File: src/design/mcc_pkg.sv
package mcc_pkg;

    localparam int MAX_AMOUNT    = 1024;
    localparam int MAX_COINS     = 6;
    localparam int NUM_COIN_REGS = 6;

    localparam int TGT_W   = 10;
    localparam int VAL_W   = 10;
    localparam int TOT_W   = 10;
    localparam int CCNT_W  = 3;
    localparam int IDX_W   = 3;
    localparam int CDATA_W = 10;
    localparam int S_TDATA_W = 16;
    localparam int M_TDATA_W = 16;

    localparam int AMT_W   = $clog2(MAX_AMOUNT);
    localparam int CNT_W   = AMT_W + 1;
    localparam int DIFF_W  = (AMT_W > VAL_W) ? AMT_W : VAL_W;
    localparam int K_W     = $clog2(NUM_COIN_REGS + 1);
    localparam int KSEL_W  = $clog2(NUM_COIN_REGS);
    localparam int COIN_LIM = (MAX_COINS < NUM_COIN_REGS) ? MAX_COINS : NUM_COIN_REGS;

    localparam logic [CNT_W-1:0] INF_MARK = {CNT_W{1'b1}};
    localparam logic [TOT_W-1:0] TOT_MAX  = {TOT_W{1'b1}};

    localparam logic [IDX_W-1:0] REG_COIN_COUNT = 3'd0;
    localparam logic [IDX_W-1:0] REG_COIN_VAL0  = 3'd1;
    localparam logic [IDX_W-1:0] REG_COIN_VAL5  = 3'd6;

    localparam logic [CCNT_W-1:0] RST_COIN_COUNT = 3'd3;

    typedef logic [NUM_COIN_REGS-1:0][VAL_W-1:0] t_coins;

    localparam t_coins RST_COINS = {10'd1, 10'd1, 10'd1, 10'd10, 10'd7, 10'd1};

    typedef enum logic [1:0] {
        ST_IDLE,
        ST_ISSUE,
        ST_FIN
    } t_state;

    typedef struct packed {
        logic             rd_en;
        logic [AMT_W-1:0] rd_addr;
        logic             wr_en;
        logic [AMT_W-1:0] wr_addr;
        logic [CNT_W-1:0] wr_data;
    } t_mem_req;

endpackage

File: src/design/mcc_alu.sv
module mcc_alu (
    input  logic [mcc_pkg::AMT_W-1:0] i_amt,
    input  logic [mcc_pkg::VAL_W-1:0] i_coin,
    input  logic                      i_pend,
    input  logic [mcc_pkg::CNT_W-1:0] i_rd_data,
    input  logic [mcc_pkg::CNT_W-1:0] i_best,
    output logic                      o_hit,
    output logic [mcc_pkg::AMT_W-1:0] o_addr,
    output logic [mcc_pkg::CNT_W-1:0] o_best
);
    import mcc_pkg::*;

    logic [DIFF_W-1:0] w_amt;
    logic [DIFF_W-1:0] w_coin;
    logic [DIFF_W-1:0] w_diff;
    logic [CNT_W-1:0]  w_cand;

    assign w_amt  = DIFF_W'(i_amt);
    assign w_coin = DIFF_W'(i_coin);
    assign w_diff = w_amt - w_coin;
    assign o_hit  = (i_coin != '0) && (w_coin <= w_amt);
    assign o_addr = AMT_W'(w_diff);
    assign w_cand = i_rd_data + CNT_W'(1);

    always_comb begin
        o_best = i_best;
        if (i_pend && i_rd_data != INF_MARK && w_cand < i_best) begin
            o_best = w_cand;
        end
    end

endmodule

File: src/design/mcc_seq.sv
module mcc_seq (
    input  logic                          i_clk,
    input  logic                          i_rst_n,
    input  logic                          i_s_tvalid,
    output logic                          o_s_tready,
    input  logic [mcc_pkg::TGT_W-1:0]     i_target,
    output logic                          o_m_tvalid,
    input  logic                          i_m_tready,
    output logic [mcc_pkg::TOT_W-1:0]     o_total,
    output logic                          o_unreach,
    input  mcc_pkg::t_coins               i_coins,
    input  logic [mcc_pkg::K_W-1:0]       i_ncoins,
    output mcc_pkg::t_mem_req             o_req,
    input  logic [mcc_pkg::CNT_W-1:0]     i_rd_data
);
    import mcc_pkg::*;

    t_state            r_state, n_state;
    logic [AMT_W-1:0]  r_amt, n_amt;
    logic [AMT_W-1:0]  r_target, n_target;
    logic [K_W-1:0]    r_k, n_k;
    logic [CNT_W-1:0]  r_best, n_best;
    logic              r_pend, n_pend;
    logic              r_m_valid, n_m_valid;
    logic [TOT_W-1:0]  r_m_total, n_m_total;
    logic              r_m_unr, n_m_unr;

    logic              w_acc;
    logic              w_oor;
    logic              w_zero;
    logic              w_last_k;
    logic              w_last_amt;
    logic              w_load;
    logic [KSEL_W-1:0] w_ksel;
    logic              w_hit;
    logic [AMT_W-1:0]  w_addr;
    logic [CNT_W-1:0]  w_best_nx;

    assign w_acc      = i_s_tvalid && (r_state == ST_IDLE);
    assign w_oor      = 32'(i_target) >= MAX_AMOUNT;
    assign w_zero     = (i_target == '0);
    assign w_last_k   = (r_k >= i_ncoins);
    assign w_last_amt = (r_amt == r_target);
    assign w_load     = !r_m_valid || i_m_tready;
    assign w_ksel     = (32'(r_k) < NUM_COIN_REGS) ? r_k[KSEL_W-1:0] : '0;

    mcc_alu u_alu (
        .i_amt     (r_amt),
        .i_coin    (i_coins[w_ksel]),
        .i_pend    (r_pend),
        .i_rd_data (i_rd_data),
        .i_best    (r_best),
        .o_hit     (w_hit),
        .o_addr    (w_addr),
        .o_best    (w_best_nx)
    );

    always_comb begin
        n_state = r_state;
        case (r_state)
            ST_IDLE: begin
                if (w_acc) begin
                    n_state = (w_oor || w_zero) ? ST_FIN : ST_ISSUE;
                end
            end
            ST_ISSUE: begin
                if (w_last_k && w_last_amt) begin
                    n_state = ST_FIN;
                end
            end
            ST_FIN: begin
                if (w_load) begin
                    n_state = ST_IDLE;
                end
            end
            default: n_state = ST_IDLE;
        endcase
    end

    always_comb begin
        n_amt     = r_amt;
        n_target  = r_target;
        n_k       = r_k;
        n_best    = r_best;
        n_pend    = 1'b0;
        n_m_valid = r_m_valid && !i_m_tready;
        n_m_total = r_m_total;
        n_m_unr   = r_m_unr;
        o_req     = '0;
        case (r_state)
            ST_IDLE: begin
                if (w_acc) begin
                    n_target = AMT_W'(i_target);
                    n_amt    = AMT_W'(1);
                    n_k      = '0;
                    n_best   = (w_zero && !w_oor) ? '0 : INF_MARK;
                    // seed entry zero
                    o_req.wr_en   = 1'b1;
                    o_req.wr_addr = '0;
                    o_req.wr_data = '0;
                end
            end
            ST_ISSUE: begin
                n_best = w_best_nx;
                if (!w_last_k) begin
                    o_req.rd_en   = w_hit;
                    o_req.rd_addr = w_addr;
                    n_pend        = w_hit;
                    n_k           = r_k + K_W'(1);
                end else begin
                    o_req.wr_en   = 1'b1;
                    o_req.wr_addr = r_amt;
                    o_req.wr_data = w_best_nx;
                    n_k           = '0;
                    n_amt         = r_amt + AMT_W'(1);
                    if (!w_last_amt) begin
                        n_best = INF_MARK;
                    end
                end
            end
            ST_FIN: begin
                if (w_load) begin
                    n_m_valid = 1'b1;
                    if (r_best == INF_MARK) begin
                        n_m_unr   = 1'b1;
                        n_m_total = '0;
                    end else begin
                        n_m_unr   = 1'b0;
                        n_m_total = (32'(r_best) > 32'(TOT_MAX)) ? TOT_MAX : TOT_W'(r_best);
                    end
                end
            end
            default: begin
                n_pend = 1'b0;
            end
        endcase
    end

    always_ff @(posedge i_clk) begin
        if (!i_rst_n) begin
            r_state   <= ST_IDLE;
            r_pend    <= 1'b0;
            r_m_valid <= 1'b0;
        end else begin
            r_state   <= n_state;
            r_pend    <= n_pend;
            r_m_valid <= n_m_valid;
        end
    end

    always_ff @(posedge i_clk) begin
        r_amt     <= n_amt;
        r_target  <= n_target;
        r_k       <= n_k;
        r_best    <= n_best;
        r_m_total <= n_m_total;
        r_m_unr   <= n_m_unr;
    end

    assign o_s_tready = (r_state == ST_IDLE);
    assign o_m_tvalid = r_m_valid;
    assign o_total    = r_m_total;
    assign o_unreach  = r_m_unr;

endmodule

File: config.mk
export PLATFORM = sky130hd
export DESIGN_NAME = mcc_seq
export DESIGN_NICKNAME = d
export VERILOG_FILES = /design/src/design/mcc_pkg.sv /design/src/design/mcc_alu.sv /design/src/design/mcc_seq.sv
export SDC_FILE = /design/constraint.sdc
export NUM_CORES = 1
export LEC_CHECK = 0
export ABC_AREA = 1
export ABC_CLOCK_PERIOD_IN_PS = 3500
export BUFFER_PORTS_ARGS = -buffer_cell sky130_fd_sc_hd__buf_2
export CAP_MARGIN = 20
export CORE_ASPECT_RATIO = 0.7
export CORE_MARGIN = 2
export CORE_UTILIZATION = 52
export DETAILED_ROUTE_END_ITERATION = 10
export PLACE_DENSITY = 0.81
export RECOVER_POWER = 50
export SLEW_MARGIN = 20
export SYNTH_ARGS = -nofsm -noshare
export SYNTH_HDL_FRONTEND = slang
export SYNTH_SLANG_ARGS = --single-unit
File: constraint.sdc
create_clock -name i_clk -period 3.5 [get_ports i_clk]
set_input_delay 0.35 -clock i_clk [delete_from_list [all_inputs] [get_ports i_clk]]
set_output_delay 0.35 -clock i_clk [all_outputs]
set_load 0.01 [all_outputs]
* Yosys cells after proc, flatten, opt, wreduce, memory -nomap -nowiden
Cells that the tools add are included.
** Operators by class
- $add $sub $neg :: 4
- Magnitude comparators :: 6
- Eq/ne operators :: 9
- Mux-type cells :: 29
- Bitwise operators :: 2
- Reduce and logical (&&, ||, !) cells :: 19
** Operator list (number)
- 11-bit two-way mux :: 7
- 22-bit two-way mux :: 2
- 22-bit case mux with 2 select lines :: 1
- 10-bit two-way mux :: 4
- 10-bit binary-select mux with 3-bit select :: 1
- 11-bit case mux with 2 select lines :: 1
- 10-bit case mux with 2 select lines :: 1
- 11-bit by 1-bit adder with 11-bit output, second input constant :: 1
- 11-bit == test, second input constant :: 1
- 11-bit by 10-bit greater-than comparator with 1-bit output, second input constant :: 1
- 11-bit < comparator :: 1
- 11-bit inequality test, second input constant :: 1
- 10-bit by 1-bit adder with 10-bit output, second input constant :: 1
- 10-bit == test :: 1
- 10-bit less-or-equal comparator :: 1
- 10-bit zero test :: 1
- 10-bit nonzero test :: 1
- 10-bit subtractor :: 1
- 3-bit two-way mux :: 3
- 2-bit two-way mux :: 4
- 1-bit logical AND :: 6
- 2-bit inequality test, second input constant :: 3
- 2-bit case mux with 3 select lines :: 1
- 3-bit case mux with 2 select lines :: 1
- other kinds (16) :: 23
** Storage, ports and cells
- Register bits :: 49
- Input port bits :: 88
- Output and inout port bits :: 46
- Logic and storage cells :: 78

* Longest topological paths before layout
- Depth in word-level cells :: 8
- Gate-level depth with buffers :: 19
- Mapped depth without buffers :: 18

* Hierarchy
From an unflattened synthesis, not the netlist that was laid out.
** Second synthesis, totals
- Cells, all modules :: 641
- Area total of the unflattened synthesis :: 4476.8 µm²
** Modules (own cells, without submodules)
- mcc_seq :: times used 1, cells an instance 399, area each 3193.1 µm², seq. area each 1431.4 µm²
- mcc_alu :: times used 1, cells an instance 242, area each 1283.7 µm², seq. area each 0.0 µm²

* Worst setup path after synthesis
Ideal clock, no wire load.
- Kind :: register to output
- Start :: register r_k[1]
- End :: output port o_req[30] in the netlist's numbering
- Arrival time :: 2371 ps
- Slack :: 779 ps
- Cell stages (with the launch flop) :: 17
- Buffers on the path :: 1
- Cell sequence :: edfxtp_1 -> nand2_4 -> nand2_4 -> buf_4 -> nand2_1 -> nand2_1 -> nor2_1 -> nor2_1 -> inv_1 -> ha_1 -> inv_1 -> fa_1 -> a21oi_1 -> nor2_1 -> nor2_1 -> o21ai_0 -> a21oi_1
** RTL lines
- from (decl) :: RTL line mcc_seq.sv:21 : logic [K_W-1:0] r_k, n_k;
- from (signal assigned) :: RTL line mcc_seq.sv:154 : r_k <= n_k;
- to (decl) :: RTL line mcc_seq.sv:13 : output mcc_pkg::t_mem_req o_req,

==> flow_metrics.env <==
export IMPL_worstReg2RegEnd="r_best[6]"
export IMPL_synth_cells=612
export IMPL_portBuffers=133
export IMPL_syn_nets=727
export IMPL_hold_ws_ps=259.5
export IMPL_synth_simple_area_share_pct=32.61
export IMPL_endpoint_kind="primary output"
export IMPL_synth_compound_gate_area_share_pct=10.02
export IMPL_slew_violations=0
export IMPL_synth_fa_ha_area_share_pct=8.161
export IMPL_yosys_top_cells_count="nand2_1, inv_1, nor2_1, nand3_1, edfxtp_1"
export IMPL_synthXorXnorAreaFrac_pct=4.554
export IMPL_fp_row_count=27
export IMPL_synth_area_um2=4232
export IMPL_wl_per_cell_um=14.49
export IMPL_min_to="r_target[0]"
export IMPL_fp_dieH_um=79.48
export IMPL_place_inst=835
export IMPL_synth_top_area_share_pct=31.93
export IMPL_layout_cells_non_filler=850
export IMPL_synth_area_leaders="edfxtp_1, nand2_1, nand3_1"
export IMPL_synth_edf_count=45
export IMPL_die_x_um=111.8
export IMPL_grt_pass1_vias=4268
export IMPL_path_max_fanout=16
export IMPL_cp_start_kind="flip-flop"
export IMPL_antenna_found_initial=0
export IMPL_path_class="flip-flop to primary output"
export IMPL_ctsHoldBuffers=0
export IMPL_cts_made_buffers=5
export IMPL_finalHoldViolations=0
export IMPL_cap_violations=0
export IMPL_ios=134
export IMPL_vias=4696
export IMPL_reg2reg_depth=11
export IMPL_drc=0
export IMPL_grt_overflow=0
export IMPL_synthDistinctLibCells=37
export IMPL_p_leak_nw=2.666
export IMPL_vdd_ir_drop_max_uv=370.9
export IMPL_postLayoutCoreUtil_pct=66.19
export IMPL_power_density_nw_per_um2=590.8
export IMPL_status="complete, no violations"
export IMPL_diodes=0
export IMPL_avgSynthCellArea_um2=6.914
export IMPL_hold_start="i_target[0]"
export IMPL_tritoncts="done"
export IMPL_worstPathRequired_ps=3150
export IMPL_grt_max_degree=32
export IMPL_dp_hpwl_um=9551
export IMPL_initial_core_util_pct=53.76
export IMPL_htreeDepth=2
export IMPL_synth_top_family_by_area="simple AND/OR/NAND/NOR gates"
export IMPL_drt_vias_per_instance=5.525
export IMPL_drive_above_1_share_pct=19.36
export IMPL_wirelength_um=12310
export IMPL_synth_async_reset_ratio_pct=0
export IMPL_finalCritPeriodShare_pct=95.03
export IMPL_relSlewSlack_pct=31.53
export IMPL_highest_layer="met4"
export IMPL_routabilityCongestion=0.9955
export IMPL_nNetsFinal=863
export IMPL_wl_met1_um=5159
export IMPL_holdPathStages=1
export IMPL_drt_iter0_markers=432
export IMPL_synth_warnings=0
export IMPL_clockBufferDepth=2
export IMPL_worst_slew_pin_slew_ps=1027
export IMPL_cts_sinks=49
export IMPL_reg2reg_slack_ps=620
export IMPL_grt_pass1_wl_um=19890
export IMPL_fmax_mhz=300.7
export IMPL_yosysSeqAreaShare_pct=33.83
export IMPL_drtAntennaViolNets=0
export IMPL_area_growth_pct=23.12
export IMPL_die_area_um2=8887
export IMPL_worstPathArrival_ps=2980
export IMPL_core_um2=7871
export IMPL_finalPower_mw=3.078
export IMPL_fin_worst_skew_ps=3.802
export IMPL_rr_startpoint="r_k[1]"
export IMPL_setup_viol=0
export IMPL_synth_seq_cells=49
export IMPL_synth_ff_type="edfxtp_1"
export IMPL_grt_usage_pct=27.75
export IMPL_cts_root_buf="clkbuf_16"
export IMPL_clkTransAtPathRegs_ps=70
export IMPL_routed_wl_met3_um=1341
export IMPL_clk_latency_ps=290
export IMPL_synthMostInstantiatedCell="nand2_1"
export IMPL_firstDrtPassIters=5
export IMPL_yosys_area_top_type="edfxtp_1"
export IMPL_hp_class="input port to flip-flop"
export IMPL_wl_met2_um=5647
export IMPL_synthMuxAreaShare_pct=0
export IMPL_min_period_ps=3326
## cells in the final DEF, fill, tap and decap left out, types with 2 or more instances in the layout
master | synthesis | routed
nand3_1 | 69 | 69
clkbuf_1 | 5 | 26
a21o_1 | 2 | 2
edfxtp_1 | 45 | 45
buf_2 | 6 | 110
xor2_1 | 14 | 14
nor3_1 | 5 | 5
ha_2 | 0 | 2
ha_1 | 26 | 23
o21ai_1 | 1 | 2
xnor2_1 | 8 | 8
dfxtp_1 | 4 | 4
o21ai_0 | 33 | 32
nor2_1 | 83 | 82
nand2_4 | 2 | 3
a21oi_2 | 0 | 2
a21oi_1 | 32 | 30
clkbuf_16 | 0 | 5
nand2_1 | 149 | 148
nand4_1 | 2 | 2
inv_1 | 90 | 90
a31oi_1 | 5 | 5
buf_4 | 6 | 11
nand3b_1 | 5 | 5
nor4_1 | 4 | 4
nor2_2 | 1 | 2
## kinds of logic (layout without fill, tap and decap cells)
family,after synthesis,after routing
buffers and inverters,110,246
DFF,49,49
adders and majority gates,27,27
xor gates and xnor gates,22,22
AOI/OAI and AO/OA,79,79
and+or+nand+nor,325,326
## area by class of cell
type | instances | area [um2]
Multi-Input combinational cell | 454 | 2400
Sequential cell | 49 | 1431
Inverter | 91 | 341.6
Clock inverter | 1 | 30.03
Timing Repair Buffer | 147 | 738.2
Tap cell | 101 | 126.4
Fill cell | 691 | 2661
Clock buffer | 7 | 142.6
## report_power, final
part | switching (mW) | internal (mW) | total, mW
clock | 0.214 | 0.357 | 0.572
sequential | 0.101 | 0.766 | 0.867
combinational | 1.04 | 0.596 | 1.64
total | 1.36 | 1.72 | 3.08
## per-stage QoR
stage                     cell area (um2)  setup slack (ps)  setup TNS, ps
final                                5210             173.9              0
after global routing                 5210            -40.22         -55.09
after CTS                            5149             61.75              0
after detailed placement             4967             321.6              0
after global placement               4967             504.0              0
after floorplan                      4232             779.3              0
## critical path, cell delays in order (launching register included)
cell      delay [ps]
edfxtp_1         490
nand2_4          220
nand2_8          110
inv_2            160
nand2_1           70
nand3_1           80
nand2_1           90
ha_1             380
a21oi_1          250
o21ai_1          110
a21oi_1          260
o21bai_1         120
o21ai_0          150
a21oi_1           60
buf_2            140
## registers in the layout, indices dropped and copies added, names as in the netlist
register and flops:
o_total 10, r_k 3, o_m_tvalid 1, o_unreach 1, r_amt 10, r_target 10
r_state 2, r_best 11, r_pend 1
## routing by layer
layer / vias up / track usage [%]
li1: 2266 / -
met1: 2130 / 37.93
met2: 280 / 44.79
met3: 20 / 6.834
met4: 0 / 6.543
met5: - / 0
## timing repair
action,4_1_cts,5_1_grt
setup buffers,0,6
endpoints found under the setup margin,1,3
gates resized for setup,1,12
gates cloned,0,1
pin swaps,0,2
## how the worst max path moves through the flow
| stage | from | endpoint | slack, ps | cells past startpoint |
|---|---|---|---|---|
| after CTS | r_k[2] | o_req[30] | 60 | 16 |
| after detailed placement | r_k[1] | o_req[30] | 320 | 15 |
| after floorplan | r_k[1] | o_req[30] | 780 | 16 |
| final | r_k[2] | o_req[29] | 170 | 14 |
| after global routing | r_k[2] | o_req[29] | -40 | 14 |
| after global placement | r_k[1] | o_req[30] | 500 | 15 |
Note: power is estimated with default switching activity, not from simulation.
