--- src/design/mcc_pkg.sv ---
package mcc_pkg;

    localparam int MAX_AMOUNT    = 1024;
    localparam int MAX_COINS     = 6;
    localparam int NUM_COIN_REGS = 6;

    localparam int TGT_W   = 10;
    localparam int VAL_W   = 10;
    localparam int TOT_W   = 10;
    localparam int CCNT_W  = 3;
    localparam int IDX_W   = 3;
    localparam int CDATA_W = 10;
    localparam int S_TDATA_W = 16;
    localparam int M_TDATA_W = 16;

    localparam int AMT_W   = $clog2(MAX_AMOUNT);
    localparam int CNT_W   = AMT_W + 1;
    localparam int DIFF_W  = (AMT_W > VAL_W) ? AMT_W : VAL_W;
    localparam int K_W     = $clog2(NUM_COIN_REGS + 1);
    localparam int KSEL_W  = $clog2(NUM_COIN_REGS);
    localparam int COIN_LIM = (MAX_COINS < NUM_COIN_REGS) ? MAX_COINS : NUM_COIN_REGS;

    localparam logic [CNT_W-1:0] INF_MARK = {CNT_W{1'b1}};
    localparam logic [TOT_W-1:0] TOT_MAX  = {TOT_W{1'b1}};

    localparam logic [IDX_W-1:0] REG_COIN_COUNT = 3'd0;
    localparam logic [IDX_W-1:0] REG_COIN_VAL0  = 3'd1;
    localparam logic [IDX_W-1:0] REG_COIN_VAL5  = 3'd6;

    localparam logic [CCNT_W-1:0] RST_COIN_COUNT = 3'd3;

    typedef logic [NUM_COIN_REGS-1:0][VAL_W-1:0] t_coins;

    localparam t_coins RST_COINS = {10'd1, 10'd1, 10'd1, 10'd10, 10'd7, 10'd1};

    typedef enum logic [1:0] {
        ST_IDLE,
        ST_ISSUE,
        ST_FIN
    } t_state;

    typedef struct packed {
        logic             rd_en;
        logic [AMT_W-1:0] rd_addr;
        logic             wr_en;
        logic [AMT_W-1:0] wr_addr;
        logic [CNT_W-1:0] wr_data;
    } t_mem_req;

endpackage

--- src/design/mcc_cfg.sv ---
module mcc_cfg (
    input  logic                    i_clk,
    input  logic                    i_rst_n,
    input  logic                    i_cfg_we,
    input  logic [mcc_pkg::IDX_W-1:0]   i_cfg_idx,
    input  logic [mcc_pkg::CDATA_W-1:0] i_cfg_data,
    output mcc_pkg::t_coins         o_coins,
    output logic [mcc_pkg::K_W-1:0] o_ncoins
);
    import mcc_pkg::*;

    logic [CCNT_W-1:0] r_count;
    t_coins            r_coins;
    logic [IDX_W-1:0]  w_sel;

    assign w_sel = i_cfg_idx - REG_COIN_VAL0;

    always_ff @(posedge i_clk) begin
        if (!i_rst_n) begin
            r_count <= RST_COIN_COUNT;
            r_coins <= RST_COINS;
        end else if (i_cfg_we) begin
            if (i_cfg_idx == REG_COIN_COUNT) begin
                r_count <= i_cfg_data[CCNT_W-1:0];
            end else if (i_cfg_idx >= REG_COIN_VAL0 && i_cfg_idx <= REG_COIN_VAL5) begin
                r_coins[w_sel[KSEL_W-1:0]] <= i_cfg_data[VAL_W-1:0];
            end
        end
    end

    // saturate to the number of denominations the datapath walks
    always_comb begin
        if (32'(r_count) > COIN_LIM) begin
            o_ncoins = K_W'(COIN_LIM);
        end else begin
            o_ncoins = K_W'(r_count);
        end
    end

    assign o_coins = r_coins;

endmodule

--- config.mk ---
export PLATFORM = sky130hd
export DESIGN_NAME = mcc_cfg
export DESIGN_NICKNAME = d
export VERILOG_FILES = /design/src/design/mcc_pkg.sv /design/src/design/mcc_cfg.sv
export SDC_FILE = /design/constraint.sdc
export NUM_CORES = 1
export LEC_CHECK = 0
export BUFFER_PORTS_ARGS = -buffer_cell sky130_fd_sc_hd__buf_2
export CAP_MARGIN = 20
export CORE_ASPECT_RATIO = 1.2
export CORE_MARGIN = 10
export CORE_UTILIZATION = 45
export CTS_CLUSTER_SIZE = 12
export DETAILED_ROUTE_END_ITERATION = 6
export PLACE_DENSITY = 0.71
export SLEW_MARGIN = 10
export SYNTH_ARGS = -nofsm -noshare
export SYNTH_HDL_FRONTEND = slang
export SYNTH_SLANG_ARGS = --single-unit
--- constraint.sdc ---
create_clock -name i_clk -period 3.1 [get_ports i_clk]
set_clock_uncertainty 0.05 [all_clocks]
set_input_delay 0.31 -clock i_clk [delete_from_list [all_inputs] [get_ports i_clk]]
set_output_delay 0.31 -clock i_clk [all_outputs]
set_load 0.005 [all_outputs]
# Word-level counts from Yosys, hierarchy flattened
# Index checks and enable logic that the tools add are counted.
dict set report op_classes {
  eq_ne 0
  reduce_logical 5
  div_mod_pow 0
  order_cmp 5
  shift 0
  bitwise 1
  add_sub_neg 1
  mux 4
  n_mul 0
}
# cell n
set op_table {}
lappend op_table {{$bwmux 60} 1}
lappend op_table {{$demux 10 s3} 1}
lappend op_table {{$mux 10} 1}
lappend op_table {{$ge 3x1->1 const B} 2}
lappend op_table {{$lt 3x4->1 const B} 1}
lappend op_table {{$gt 3x3->1 const B} 1}
lappend op_table {{$le 3x3->1 const B} 1}
lappend op_table {{$logic_not 3->1} 1}
lappend op_table {{$mux 3} 1}
lappend op_table {{$reduce_and 3->1} 1}
lappend op_table {{$sub 3x1->3 const B} 1}
lappend op_table {{$logic_and 1x1->1} 2}
lappend op_table {{$reduce_and 2->1} 1}
lappend op_table {{$not 1->1} 1}
dict set report word_totals {
  latchBits 0
  n_memories 0
  output_inout_bits 63
  input_bits 16
  wordCells 23
  ramBits 0
  ff_bits 63
  mem_bits_ro 0
}

# Depth between registers and ports, before layout
# Gate-level depths: netlist (run 1).
dict set report logic_depth {
  ltp_word 6
  depth_mapped 7
  depth_no_buf 6
}

# Worst setup path before layout (run 1)
# No wires, ideal clock.
dict set report synth_timing {
  kind {input -> register}
  start {input port i_cfg_idx[0] (netlist name)}
  end {register r_coins (netlist bit o_coins[30])}
  required_ps 2926
  slack_ps 1260
  cell_stages 7
  path_buffers 1
  t_arrival_ps 1666
  setup_ps 124
  cell_sequence {inv_1 -> ha_1 -> nor3_1 -> a32oi_2 -> or4b_1 -> buf_6 -> mux2i_1}
}
dict set report synth_via {
  elab_chain_len 6
  word_cells_on_any_way 13
  cone_classes {add/sub: 1; order compare: 4; mux: 3; bitwise: 1; reduce/logical: 4}
}
# element line
set synth_lines {}
lappend synth_lines {{start: declaration} mcc_cfg.sv:5} ;# input logic [mcc_pkg::IDX_W-1:0] i_cfg_idx,
lappend synth_lines {{$sub 3x1->3} mcc_cfg.sv:16} ;# assign w_sel = i_cfg_idx - REG_COIN_VAL0;
lappend synth_lines {{$lt 3x4->1 (not written as such) or $ge 3x1->1 (tied branches)} mcc_cfg.sv:26} ;# r_coins[w_sel[KSEL_W-1:0]] <= i_cfg_data[VAL_W-1:0];
lappend synth_lines {{$logic_and 1x1->1 (not written as such)} mcc_cfg.sv:26}
lappend synth_lines {{$mux 10 (not written as such)} mcc_cfg.sv:26}
lappend synth_lines {{$demux 10 s3} mcc_cfg.sv:26}
lappend synth_lines {{$bwmux 60} mcc_cfg.sv:26}
lappend synth_lines {{end signal: indexed assignment} mcc_cfg.sv:26}
lappend synth_lines {{end: declaration} mcc_cfg.sv:13} ;# t_coins r_coins;
# Several ways; a longest one is shown, not always the timed one.
# A chain may end at the register's enable or synchronous reset.

# Worst setup path in the final report (run 1)
dict set report layout_timing {
  start {input port i_cfg_idx[0] (netlist name)}
  end {register r_coins (netlist bit o_coins[38])}
}
# The elaborated chain is that of the path after synthesis.

==> flow_summary.yaml, run 1 <==
status:
  status: "finished clean"
synthesis:
  synth-seq-cells: 63
  yosys.area_share.simple_pct: 17.4
  synth-compound-area-share_pct: 4.05
  synthXorXnorAreaFrac_pct: 0
  synthMuxAreaShare_pct: 22.3
  yosys_warnings: 0
  synth_seq_area_share_pct: 51.0
  synth_fa_ha_area_share_pct: 2.02
  synth_fp_nets: 267
  syn-cell-area_sq_um: 2470
  synth_cell_type_count: 26
  synth_top_family_by_area: "multiplexers"
  synth.avg_cell_area_sq_um: 10.0
  netlist_instances: 247
placement:
  globalplace.congestion: 0.747
  hpwl_microns: 4510
  postPlaceCellArea_sq_um: 2930
  io_buffers: 78
drt:
  routed_via_density: 5.04
  postRouteAntennaNets: 0
  drtIter0Drc: 88
  firstDrtPassIters: 4
  drcViolationCount: 0
  routed_wl_microns: 6400
  via_count: 1974
  wl_per_cell_microns: 16.3
critical_path:
  r2r_end: "o_coins[40]$_SDFFE_PN1P_"
  r2r-start: "o_coins[40]$_SDFFE_PN1P_"
  worst_ep_arrival_time_ns: 2.27
  reg2reg_depth: 2
  criticalPathCategory: "in -> reg"
  required_ns: 3.25
  cp-end-kind: "flop"
  crit_start: "i_cfg_idx[0]"
  reg2reg_setup_slack_ns: 2.30
  worstPathMaxFanout: 10
  start_kind: "input port"
  crit_end: "o_coins[38]$_SDFFE_PN0P_"
timing:
  min_period_ns: 2.12
  hold_violations: 0
  max_clock_freq_ghz: 0.472
  fin_setup_tns_ns: 0
  rsz0062_at_grt: "false"
  relSlewSlack_pct: 52.3
  finalSetupViolCount: 0
  worst_slew_pin_slew_ns: 0.715
  drv_slew: 0
  period_share_pct: 68.4
floorplan:
  rows: 29
  start_util_pct: 46.7
  die_y_microns: 101
  die_w_microns: 87.7
  ios: 79
  die_area_sq_um: 8870
  core_sq_um: 5300
cells_and_area:
  synthToLayoutAreaGrowth_pct: 26.5
  n_antenna_cell: 0
  nNetsFinal: 345
  fillers: 466
  design_area_sq_um: 3130
  drive_above_1_share_pct: 31.2
cts:
  clk-insertion-delay-late_ns: 0.34
  clockRootBuffer: "clkbuf_8"
  clockBufferDepth: 2
  cts-resized-gates: 0
  hold_buffers: 0
  clock-sinks: 63
  clk_pin_slew_worst_paths_ns: 0.07
  cts_tree: "done"
  cts_buffers: 9
  htree_num_levels: 3
  postCtsSetupRepairBufs: 0
grt:
  grt_pass1_wl_microns: 10300
  grt_overflow: 0
  grt_pass1_vias: 2061
  grt_max_degree: 43
  antenna_found_initial: 0
  gr-usage-all-layers_pct: 14.9
job:
  drv_cap: 0
power:
  ir_drop_mv: 0.373
  pwr_density_cell_nw_per_um2: 532
  p_leak_nw: 1.39
worst_hold_path:
  whs_path_depth: 2
  hp-class: "in -> reg"
[sequential cells by signal (all words and copies together) (netlist names)]
| signal | cells |
|---|---|
| r_count | 3 |
| o_coins | 60 |
[critical path, stage by stage]
cell     delay (ns)
buf_2          0.17
inv_1          0.10
ha_1           0.24
nor3_1         0.24
a32oi_2        0.17
or4b_1         0.82
mux2i_1        0.21
[synth_stat cells]
library cell,instances,share of area (%)
and3_1,1,0.25
clkbuf_1,11,1.7
nand3b_1,1,0.30
a32oi_2,1,0.66
dfxtp_1,63,51
ha_1,4,2.0
nor2b_1,12,3.0
nand3_1,2,0.40
buf_2,2,0.40
inv_1,3,0.46
nand2_1,66,10
nor2_1,2,0.30
buf_4,1,0.30
or4b_1,1,0.40
nor3b_1,1,0.30
nor2_2,2,0.51
mux2i_1,55,22
or3_1,1,0.25
a32oi_1,1,0.35
nand2b_1,3,0.76
o22ai_1,2,0.51
o32a_1,2,0.81
nor3_1,4,0.81
a21boi_0,1,0.30
buf_6,1,0.46
o2bb2ai_1,4,1.4
[cell families after synthesis]
family,Yosys count
DFF,63
adders and majority gates,4
buffers and inverters,18
AOI/OAI and AO/OA,11
muxes,55
and+or+nand+nor,96
[cell type report]
cell class | count | area (sq um) | area share, %
clock buffers | 11 | 141 | 4.52
clock inverters | 5 | 57.6 | 1.84
inverters | 3 | 11.3 | 0.360
multi-input cells | 166 | 1140 | 36.6
flip-flops and latches | 63 | 1260 | 40.3
well taps | 62 | 77.6 | 2.48
repair buffers | 82 | 433 | 13.8
[metal layers]
metal	up-vias	GRT usage, %	part of all wire (%)
met5	-	0	0
li1	981	-	-
met4	0	7.99	2.2
met1	922	17.0	42
met3	13	6.02	8.4
met2	58	23.4	47
[report_power, final]
| group | switching [W] | internal (W) |
|---|---|---|
| Sequential | 0.00000715 | 0.000825 |
| Clock | 0.000319 | 0.000392 |
| Combinational | 0.0000745 | 0.0000475 |
[worst min-delay path by stage]
| stage | start | to |
|---|---|---|
| 4_1_cts | i_cfg_data[3] | o_coins[43]$_SDFFE_PN0P_ |
| 3_3_place_gp | o_coins[26]$_SDFFE_PN0P_ | o_coins[26]$_SDFFE_PN0P_ |
| 3_5_place_dp | o_coins[45]$_SDFFE_PN0P_ | o_coins[45]$_SDFFE_PN0P_ |
| 2_1_floorplan | i_cfg_data[1] | o_coins[1]$_SDFFE_PN0P_ |
| 5_1_grt | i_cfg_data[3] | o_coins[43]$_SDFFE_PN0P_ |
| 6_report | i_cfg_data[3] | o_coins[43]$_SDFFE_PN0P_ |
[cells in the final DEF (no fill, tap or decap), types with 2 or more instances in the layout]
master,count
buf_2,78
nand2_1,66
dfxtp_1,63
mux2i_1,55
nor2b_1,12
clkbuf_8,10
o2bb2ai_1,4
ha_1,4
inv_1,3
nand2b_1,3
nor3_2,3
clkinvlp_4,3
buf_4,3
nand3_1,2
nor2_2,2
nor2_1,2
o22ai_1,2
o32a_1,2
[metrics by stage]
step	setup slack [ns]	utilization, %	std cells	power (W)	hold slack [ns]
6_report	0.981	59.0	392	0.00166	0.191
3_5_place_dp	0.667	55.3	376	0.000973	0.394
5_1_grt	0.881	59.0	392	0.00173	0.203
2_1_floorplan	1.26	-	247	0.000920	0.377
4_1_cts	1.03	59.0	392	0.00168	0.181
3_3_place_gp	0.735	55.3	376	0.000971	0.389
Power figures use the tool's default switching activity.
==> inputs of run 2 (changes only) <==
Settings changed: PLACE_DENSITY 0.71 to 0.74.
Clock period 3.1 ns to 1.9 ns, I/O delays scaled along.
==> run 2 against run 1 <==
  * Routed wire length rose by 1.9%
  * Clock power up 72%
  * Largest power group unchanged
  * Cell count is 4.1% higher
  * First-iteration DRC count decreased by 6.8%
  * Flip-flop and latch count stayed put
  * Sequential share of layout area shrank 2.4 points
  * Worst hold slack got worse by 0.11 ns
  * Global-route usage grew 0.65 points
  * Non-clock buffer count increased by 16
  * Die area unchanged
  * Power up 69%
==> flow_summary.yaml, run 2 (synthesis results as in run 1) <==
timing:
  fin_setup_tns_ns: 0
  drv_slew: 0
  hold_slack_ns: 0.0794
  relSlewSlack_pct: 69.9
  finalSetupViolCount: 0
  period_share_pct: 83.4
  max_clock_freq_ghz: 0.631
  setup_slack_ns: 0.315
  min_period_ns: 1.59
  worst_slew_pin_slew_ns: 0.451
  hold_violations: 0
  rsz0062_at_grt: "false"
grt:
  antenna_found_initial: 0
  grt_pass1_wl_microns: 10900
  gr-usage-all-layers_pct: 15.6
  grt_pass1_vias: 2189
  grt_max_degree: 24
  grt_overflow: 0
critical_path:
  start_kind: "input port"
  crit_chain: "buf_2, inv_1, ha_1, or3_1, a32oi_2, buf_4, nor2_2, buf_12, o32a_1"
  r2r-start: "o_coins[0]$_SDFFE_PN1P_"
  cp-end-kind: "flop"
  worst_ep_arrival_time_ns: 1.75
  cp_slowest_cell: "or3_1"
  required_ns: 2.07
  worstPathMaxFanout: 9
  crit_start: "i_cfg_idx[1]"
  criticalPathCategory: "in -> reg"
  reg2reg_setup_slack_ns: 1.13
  cpPeakStageDelay_ns: 0.41
floorplan:
  core_sq_um: 5300
  die_area_sq_um: 8870
  ios: 79
  die_w_microns: 87.7
  start_util_pct: 46.7
  rows: 29
  die_y_microns: 101
cells_and_area:
  regArea_sq_um: 1260
  multi_input_area_sq_um: 1140
  layout_commonest_cell: "buf_2"
  nNetsFinal: 361
  synthToLayoutAreaGrowth_pct: 34.6
  largest_register_ffs: 60
  n_antenna_cell: 0
  drive_above_1_share_pct: 33.8
  utilization_pct: 62.8
  final_cell_count_no_fill: 408
  fillers: 437
  layout_common_cells: "buf_2 (78), nand2_1 (66), dfxtp_1 (63)"
power:
  ir_drop_mv: 0.525
  pwr_density_cell_nw_per_um2: 847
  p_leak_nw: 1.50
placement:
  pre_cts_slack_ns: -0.0410
  dp_cells: 392
  globalplace.congestion: 0.742
  io_buffers: 78
  hpwl_microns: 4900
cts:
  clock-sinks: 63
  hold_buffers: 0
  cts_tree: "done"
  cts_buffers: 9
  clk-insertion-delay-late_ns: 0.33
  clockRootBuffer: "clkbuf_8"
  postCtsSetupRepairBufs: 0
  cts-resized-gates: 0
  clk_pin_slew_worst_paths_ns: 0.06
  clockBufferDepth: 2
  htree_num_levels: 3
drt:
  routed_via_density: 4.98
  postRouteAntennaNets: 0
  drtIter0Drc: 82
  drcViolationCount: 0
  via_count: 2031
  wl_per_cell_microns: 16.0
  routed_wl_microns: 6520
  firstDrtPassIters: 4
worst_hold_path:
  worstHoldStart: "i_cfg_data[3]"
  hp-class: "in -> reg"
job:
  drv_cap: 0
status:
  status: "finished clean"
==> run 2: critical path: cells and delay by family <==
family,cells,cell delay (ns)
AO/OA/AOI/OAI,2,0.44
adder cells (fa/ha/maj),1,0.18
buffers and inverters,4,0.48
AND/OR/NAND/NOR,2,0.46
==> run 2: report_power, final <==
part | internal, W | total [W] | switching, W | leakage, nW
Clock | 0.000736 | 0.00122 | 0.000486 | 0.104
Sequential | 0.00135 | 0.00136 | 0.0000127 | 0.509
Combinational | 0.000108 | 0.000237 | 0.000129 | 0.886
Total | 0.00219 | 0.00282 | 0.000628 | 1.50
==> run 2: final cells by class <==
cell class / instances / share of cell area (%)
repair buffers: 98 / 18.9
flip-flops and latches: 63 / 37.9
well taps: 62 / 2.33
multi-input cells: 166 / 34.4
clock buffers: 12 / 4.06
inverters: 3 / 0.338
clock inverters: 4 / 2.11
==> run 2: final timing paths <==
check	end	depth (start not counted)
setup / recovery	o_coins[0]$_SDFFE_PN1P_	9
hold / removal	o_coins[43]$_SDFFE_PN0P_	2
setup reg to reg	o_coins[0]$_SDFFE_PN1P_	2
hold reg to reg	o_coins[14]$_SDFFE_PN0P_	2
==> run 2: layer usage <==
metal / part of all wire, % / GRT usage [%] / vias to the layer above
li1: - / - / 1017
met1: 42 / 17.8 / 942
met2: 47 / 24.7 / 61
met3: 8.8 / 6.67 / 11
met4: 2.1 / 6.88 / 0
met5: 0 / 0 / -
==> run 2: per-stage QoR <==
| step | area [sq um] | power (W) |
|---|---|---|
| final | 3330 | 0.00282 |
| after global routing | 3330 | 0.00293 |
| after CTS | 3330 | 0.00285 |
| after detailed placement | 3120 | 0.00163 |
| after global placement | 3120 | 0.00162 |
| after floorplan | 2470 | 0.00150 |
